===== config.mk =====
export PLATFORM = sky130hd
export DESIGN_NAME = murmur3_32_stream_hash
export DESIGN_NICKNAME = d
export VERILOG_FILES = /design/src/m3h_pkg.sv /design/src/m3h_datapath.sv /design/src/m3h_ctrl.sv /design/src/murmur3_32_stream_hash.sv
export VERILOG_INCLUDE_DIRS = /design/src /design/src/src
export SDC_FILE = /design/constraint.sdc
export NUM_CORES = 2
export LEC_CHECK = 0
export BUFFER_PORTS_ARGS = -buffer_cell sky130_fd_sc_hd__clkbuf_2
export CAP_MARGIN = 20
export CORE_ASPECT_RATIO = 1.4
export CORE_UTILIZATION = 50
export CTS_BUF_LIST = sky130_fd_sc_hd__clkbuf_8
export CTS_CLUSTER_DIAMETER = 100
export DETAILED_ROUTE_END_ITERATION = 6
export GPL_TIMING_DRIVEN = 0
export HOLD_SLACK_MARGIN = 0.03
export PLACE_DENSITY = 0.64
export SLEW_MARGIN = 20
export SYNTH_ARGS = -nofsm -noshare
export SYNTH_HDL_FRONTEND = slang
export SYNTH_SLANG_ARGS = --single-unit

===== constraint.sdc =====
create_clock -name aclk -period 28.2 [get_ports aclk]
set_input_delay 1.41 -clock aclk [delete_from_list [all_inputs] [get_ports aclk]]
set_output_delay 1.41 -clock aclk [all_outputs]
set_load 0.01 [all_outputs]

===== src/murmur3_32_stream_hash_defines.svh =====
// Assertion macros shared by the murmur3 stream hash RTL.
// Depends on nothing; the including module must have aclk and aresetn.
`ifndef MURMUR3_32_STREAM_HASH_DEFINES_SVH
`define MURMUR3_32_STREAM_HASH_DEFINES_SVH

// Same-cycle implication, checked out of reset.
`define M3H_ASSERT_IMP(label, ante, cons) \
    label: assert property (@(posedge aclk) disable iff (!aresetn) (ante) |-> (cons)) \
        else $error("m3h same-cycle check failed");

// Next-cycle implication, checked out of reset.
`define M3H_ASSERT_NXT(label, ante, cons) \
    label: assert property (@(posedge aclk) disable iff (!aresetn) (ante) |=> (cons)) \
        else $error("m3h next-cycle check failed");

`endif


===== src/m3h_pkg.sv =====
// Types and constants of the murmur3 x86_32 stream hash.
// Used by m3h_ctrl, m3h_datapath and the top level; depends on nothing.
package m3h_pkg;

    localparam logic [31:0] MIX_C1    = 32'hcc9e2d51;
    localparam logic [31:0] MIX_C2    = 32'h1b873593;
    localparam logic [31:0] ROUND_ADD = 32'he6546b64;
    localparam logic [31:0] FIN_M1    = 32'h85ebca6b;
    localparam logic [31:0] FIN_M2    = 32'hc2b2ae35;

    // Operand selection of the shared multiplier.
    typedef enum logic [1:0] {
        MUL_KEY1 = 2'd0,
        MUL_KEY2 = 2'd1,
        MUL_FIN1 = 2'd2,
        MUL_FIN2 = 2'd3
    } mul_op_t;

    typedef struct packed {
        logic    load;
        logic    start;
        logic    mul_en;
        mul_op_t mul_op;
        logic    round_en;
        logic    out_en;
    } cmd_t;

    typedef struct packed {
        logic end_item;
        logic has_bytes;
    } status_t;

endpackage


===== src/m3h_datapath.sv =====
// Datapath of the murmur3 stream hash: seed, running hash, byte total,
// one shared 32x32 multiplier and the result register. Depends on m3h_pkg.
module m3h_datapath (
    input  logic             aclk,
    input  logic             aresetn,
    input  logic             seed_wr_en,
    input  logic [31:0]      seed_wr_data,
    input  logic [31:0]      in_word,
    input  logic [2:0]       in_count,
    input  logic             in_last,
    input  m3h_pkg::cmd_t    cmd,
    output m3h_pkg::status_t status,
    output logic [31:0]      out_hash,
    output logic [31:0]      out_len
);

    logic [31:0] seed_reg;
    logic [31:0] word_reg;
    logic [2:0]  n_reg;
    logic        end_reg;
    logic [31:0] hash_reg;
    logic [31:0] total_reg;
    logic [31:0] tmp_reg;
    logic [31:0] out_hash_reg;
    logic [31:0] out_len_reg;

    logic [2:0]  n_clamp;
    logic [31:0] byte_mask;
    logic [31:0] mul_a;
    logic [31:0] mul_b;
    logic [31:0] prod;
    logic [31:0] fin_x;
    logic [31:0] hx;
    logic [31:0] hrot;
    logic [31:0] hash_next;

    // Counts of five to seven mean a full word.
    assign n_clamp = (in_count > 3'd4) ? 3'd4 : in_count;

    always_comb begin
        unique case (n_clamp)
            3'd0:    byte_mask = 32'h00000000;
            3'd1:    byte_mask = 32'h000000ff;
            3'd2:    byte_mask = 32'h0000ffff;
            3'd3:    byte_mask = 32'h00ffffff;
            default: byte_mask = 32'hffffffff;
        endcase
    end

    assign fin_x = hash_reg ^ total_reg;

    always_comb begin
        unique case (cmd.mul_op)
            m3h_pkg::MUL_KEY1: begin
                mul_a = word_reg;
                mul_b = m3h_pkg::MIX_C1;
            end
            m3h_pkg::MUL_KEY2: begin
                mul_a = {tmp_reg[16:0], tmp_reg[31:17]};
                mul_b = m3h_pkg::MIX_C2;
            end
            m3h_pkg::MUL_FIN1: begin
                mul_a = fin_x ^ (fin_x >> 16);
                mul_b = m3h_pkg::FIN_M1;
            end
            default: begin
                mul_a = tmp_reg ^ (tmp_reg >> 13);
                mul_b = m3h_pkg::FIN_M2;
            end
        endcase
    end

    assign prod = mul_a * mul_b;

    // Body round: xor, then for a full word rotate left by 13, times five plus a constant.
    assign hx   = hash_reg ^ tmp_reg;
    assign hrot = {hx[18:0], hx[31:19]};
    assign hash_next = (n_reg == 3'd4) ? (hrot + {hrot[29:0], 2'b00} + m3h_pkg::ROUND_ADD)
                                       : hx;

    always_ff @(posedge aclk) begin
        if (!aresetn) begin
            seed_reg <= 32'd0;
        end else if (seed_wr_en) begin
            seed_reg <= seed_wr_data;
        end
    end

    always_ff @(posedge aclk) begin
        if (cmd.load) begin
            word_reg  <= in_word & byte_mask;
            n_reg     <= n_clamp;
            end_reg   <= in_last | (n_clamp != 3'd4);
            total_reg <= (cmd.start ? 32'd0 : total_reg) + {29'd0, n_clamp};
            if (cmd.start) begin
                hash_reg <= seed_reg;
            end
        end else if (cmd.round_en) begin
            hash_reg <= hash_next;
        end
        if (cmd.mul_en) begin
            tmp_reg <= prod;
        end
        if (cmd.out_en) begin
            out_hash_reg <= tmp_reg ^ (tmp_reg >> 16);
            out_len_reg  <= total_reg;
        end
    end

    assign status.end_item  = end_reg;
    assign status.has_bytes = (n_reg != 3'd0);
    assign out_hash = out_hash_reg;
    assign out_len  = out_len_reg;

endmodule


===== src/m3h_ctrl.sv =====
// Controller of the murmur3 stream hash: sequences key mix, body round and
// finalizer, and owns the handshakes. Depends on m3h_pkg and the defines header.
`include "murmur3_32_stream_hash_defines.svh"

module m3h_ctrl (
    input  logic             aclk,
    input  logic             aresetn,
    input  logic             s_tvalid,
    output logic             s_tready,
    output logic             m_tvalid,
    input  logic             m_tready,
    input  m3h_pkg::status_t status,
    output m3h_pkg::cmd_t    cmd
);

    typedef enum logic [6:0] {
        S_IDLE = 7'b0000001,
        S_KM1  = 7'b0000010,
        S_KM2  = 7'b0000100,
        S_RND  = 7'b0001000,
        S_FIN1 = 7'b0010000,
        S_FIN2 = 7'b0100000,
        S_FIN3 = 7'b1000000
    } state_t;

    state_t state_reg, state_next;
    logic   in_msg_reg, in_msg_next;
    logic   out_valid_reg, out_valid_next;
    logic   accept;
    logic   out_free;

    assign s_tready = (state_reg == S_IDLE);
    assign accept   = s_tvalid && s_tready;
    assign out_free = !out_valid_reg || m_tready;
    assign m_tvalid = out_valid_reg;

    always_comb begin
        state_next   = state_reg;
        cmd          = '0;
        cmd.load     = accept;
        cmd.start    = accept && !in_msg_reg;
        cmd.mul_op   = m3h_pkg::MUL_KEY1;
        unique case (state_reg)
            S_IDLE: begin
                if (accept) begin
                    state_next = S_KM1;
                end
            end
            S_KM1: begin
                cmd.mul_en = 1'b1;
                cmd.mul_op = m3h_pkg::MUL_KEY1;
                // An empty final beat skips the second key multiply and the body round.
                state_next = status.has_bytes ? S_KM2 : S_FIN1;
            end
            S_KM2: begin
                cmd.mul_en = 1'b1;
                cmd.mul_op = m3h_pkg::MUL_KEY2;
                state_next = S_RND;
            end
            S_RND: begin
                cmd.round_en = 1'b1;
                state_next   = status.end_item ? S_FIN1 : S_IDLE;
            end
            S_FIN1: begin
                cmd.mul_en = 1'b1;
                cmd.mul_op = m3h_pkg::MUL_FIN1;
                state_next = S_FIN2;
            end
            S_FIN2: begin
                cmd.mul_en = 1'b1;
                cmd.mul_op = m3h_pkg::MUL_FIN2;
                state_next = S_FIN3;
            end
            S_FIN3: begin
                if (out_free) begin
                    cmd.out_en = 1'b1;
                    state_next = S_IDLE;
                end
            end
            default: begin
                state_next = S_IDLE;
            end
        endcase
    end

    always_comb begin
        in_msg_next = in_msg_reg;
        if (accept) begin
            in_msg_next = 1'b1;
        end else if (cmd.out_en) begin
            in_msg_next = 1'b0;
        end
        out_valid_next = out_valid_reg;
        if (cmd.out_en) begin
            out_valid_next = 1'b1;
        end else if (m_tready) begin
            out_valid_next = 1'b0;
        end
    end

    always_ff @(posedge aclk) begin
        if (!aresetn) begin
            state_reg     <= S_IDLE;
            in_msg_reg    <= 1'b0;
            out_valid_reg <= 1'b0;
        end else begin
            state_reg     <= state_next;
            in_msg_reg    <= in_msg_next;
            out_valid_reg <= out_valid_next;
        end
    end

    // A pending result is never overwritten.
    `M3H_ASSERT_IMP(a_no_overwrite, out_valid_reg && !m_tready, !cmd.out_en)
    // While an item is being worked on, a message is open.
    `M3H_ASSERT_IMP(a_busy_in_msg, state_reg != S_IDLE, in_msg_reg)
    // Writing a result closes the message and presents the beat.
    `M3H_ASSERT_NXT(a_out_closes, cmd.out_en, m_tvalid && !in_msg_reg)

endmodule


===== src/murmur3_32_stream_hash.sv =====
// Channel | Direction | tdata fields (low bit up)                 | tlast
// s_      | in        | data_word[31:0], byte_count[34:32], pad     | last
// m_      | out       | hash_value[31:0], message_length[63:32]     | none
// seed_wr | cfg       | seed[31:0] on seed_wr_data, seed_wr_en      | none
//
// A full word that does not end a message runs the key mix and the body round
// before a new beat is accepted; a message-ending beat also runs the finalizer.
// The sequence is set by the single shared multiplier: two products for the key
// mix and two for the finalizer, each registered. aresetn is synchronous, active
// low, and clears the seed to zero. A result waits in its own register, so a new
// beat is accepted while m_tready is low; only a second result waits for it.
module murmur3_32_stream_hash (
    input  logic        aclk,
    input  logic        aresetn,
    input  logic        s_tvalid,
    output logic        s_tready,
    input  logic [39:0] s_tdata,   // data_word[31:0], byte_count[34:32], zero[39:35]
    input  logic        s_tlast,
    output logic        m_tvalid,
    input  logic        m_tready,
    output logic [63:0] m_tdata,   // hash_value[31:0], message_length[63:32]
    input  logic        seed_wr_en,
    input  logic [31:0] seed_wr_data
);

    m3h_pkg::cmd_t    cmd;
    m3h_pkg::status_t status;
    logic [31:0]      out_hash;
    logic [31:0]      out_len;

    m3h_ctrl u_ctrl (
        .aclk     (aclk),
        .aresetn  (aresetn),
        .s_tvalid (s_tvalid),
        .s_tready (s_tready),
        .m_tvalid (m_tvalid),
        .m_tready (m_tready),
        .status   (status),
        .cmd      (cmd)
    );

    m3h_datapath u_datapath (
        .aclk         (aclk),
        .aresetn      (aresetn),
        .seed_wr_en   (seed_wr_en),
        .seed_wr_data (seed_wr_data),
        .in_word      (s_tdata[31:0]),
        .in_count     (s_tdata[34:32]),
        .in_last      (s_tlast),
        .cmd          (cmd),
        .status       (status),
        .out_hash     (out_hash),
        .out_len      (out_len)
    );

    assign m_tdata = {out_len, out_hash};

endmodule


==> summary.txt <==
Critical path class: flop to flop
Worst-path clk slew: 0.07 ns
Antenna-violating nets left: 0
Final worst path period need: 13.27 ns
Crit path launch type: flop
Outcome: finished, violations left
Final setup fails: 0
Input/output buffers: 137
CP required: 28.49 ns
Final slew viol count: 0
Largest net degree at the start of global routing: 78
GRT met2 Usage: 0.611
Drt wl/cell: 27.0 um
Post-synth top cells: inv_1, fa_1, nor2_1
Worst Hold Path Cells: 0
Initial drt markers: 1632
Top Family by Delay on Critical Path: adder cells
Sequential-to-total area share from yosys stat: 0.246
# IOs: 144
Synthesized area per cell: 9.99 sq um
Ys flop type: edfxtp_1
Final hold viol count: 0
Post-synthesis compound-gate area fraction: 0.0717
Number of global-route vias before repair: 21700
Multiplexer area fraction after synthesis: 0.0154
CP most frequent cell: fa_1
Synth Area in Simple Gates: 0.103
Mapped cell area: 27200 sq um
Fmax: 75.3 MHz
DR vias/cell: 5.55
Initial antenna violation count: 2
Synth top area share: 0.299
Synth Area in XOR/XNOR: 0.0793
Layout cell share with drive strength beyond 1: 0.0853
GRT met1 Usage: 0.401
Worst-Margin Slew: 1.15 ns
Crit Path Max Fanout: 12
First-pass GRT wire length: 142000 um
Area Growth Syn to Fin: 8.86%
Fin worst setup slack: 14.93 ns
# fillers: 4866
Die H: 278 um
Cts bufs inserted: 36
Grt met3 use: 0.0520
CTS tree: done
HP Class: flop to flop
Clk root buf: clkbuf_8
EDFF count, synth: 196
Final hold slack: 0.448 ns
Area contributors post-synth: fa_1, edfxtp_1, ha_1, inv_1, xnor2_1
Syn nets: 3399
Pre-CTS WS: 15.35 ns
Die X: 199 um
Max Clock Skew: 0.0290 ns
Initial Util: 0.509
Vias post-DR: 20200
Synth cell types: 82
Worst-Skew Late Latency: 0.57 ns
Maxcap violations: 0
Global route hottest layer: met2
GPL Wtd Cong: 1.03
Crit share post-route: 0.471
RSZ-0062 raised after global routing: no
CTS Buffer Depth: 3
Worst path max stage delay: 0.85 ns
Buf/Inv on CP: 12
Setup Buffers After CTS: 0
Flops & latches, synth: 237
Largest family of logic cells by synthesized area: adder cells
Clock Sinks: 237
Die area: 55400 sq um
Synth Instances: 2725
Failing checks: design-rule violations
Stages on worst setup path: 36
Pre-antenna DRT Iters: 7
Adder-Cell Fraction of Synth Area: 0.386
Final HPWL DP: 83000 um
PostCTS Resize Cnt: 0
All-layer global routing usage: 0.368
# rows: 100
CP arrival: 13.57 ns
Post-route setup TNS: 0 ns
CTS Hold Bufs: 0
H-tree Lvls: 2
CP Capture Type: flop
Final core utilization: 0.555
Total wire length: 98300 um
GR Overflow Total: 0
Number of remaining DRC errors: 14
Worst-case reg-to-reg path depth: 36
Most frequent cell after synthesis: inv_1
Final Net Count: 3579
Core Area: 53400 sq um
Critical Path Slowest Stage Cell: o221ai_1
Ys Warns: 0
FFs w/ async S/R, synth: 0
Post-synth top area cell: fa_1
Max_slew headroom: 0.222
[metrics by stage]
stage | area (sq um) | instances
2_1_floorplan | 27200 | 2725
3_3_place_gp | 28800 | 3576
3_5_place_dp | 28900 | 3581
4_1_cts | 29600 | 3644
5_1_grt | 29600 | 3645
6_report | 29600 | 3645
[metal layers]
layer  vias up  wire length [um]
met2       991             47800
met3       381              5880
met1      9990             33400
met5         -                13
li1       8863                 -
met4         2             11200
[worst paths after layout]
path | slack, ns | start | endpoint
max | 14.93 | u_ctrl.state_reg[6] | u_datapath.tmp_reg[31]
min | 0.45 | u_datapath.tmp_reg[31] | u_datapath.out_hash[31]
max reg2reg | 14.93 | u_ctrl.state_reg[6] | u_datapath.tmp_reg[31]
min reg2reg | 0.45 | u_datapath.tmp_reg[31] | u_datapath.out_hash[31]
[layout by cell type, fill, tap and decap left out, drive strengths merged, types with 14 or more instances in the layout]
cell / Yosys / layout
a21o: 31 / 31
a21oi: 89 / 89
and2: 39 / 39
buf: 26 / 31
clkbuf: 63 / 241
clkinv: 6 / 14
dfxtp: 41 / 41
edfxtp: 196 / 196
fa: 407 / 407
ha: 189 / 189
inv: 606 / 615
mux2i: 41 / 41
nand2: 191 / 191
nand2b: 38 / 38
nand3: 16 / 16
nor2: 231 / 231
nor2b: 41 / 41
o21ai: 68 / 68
xnor2: 150 / 150
xor2: 93 / 93
[layout make-up]
class	count	area [sq um]	area share
antenna	1	2.50	0.0000845
tap	714	893	0.0301
clock inverter	22	138	0.00464
clock buffer	41	564	0.0190
sequential	237	6710	0.226
inverter	612	2300	0.0777
buffer	89	372	0.0125
multi-input combinational	1787	17900	0.603
timing repair buffer	142	772	0.0261
[cells by family after synthesis]
kind of cell / after synthesis
buf+inv: 701
simple gates: 611
fa+ha+maj: 596
compound gates: 295
xor+xnor: 244
flops: 237
mux: 41
Power is not shown: default switching activity piles up to over one toggle a cycle in this logic, so the estimate is an artifact.
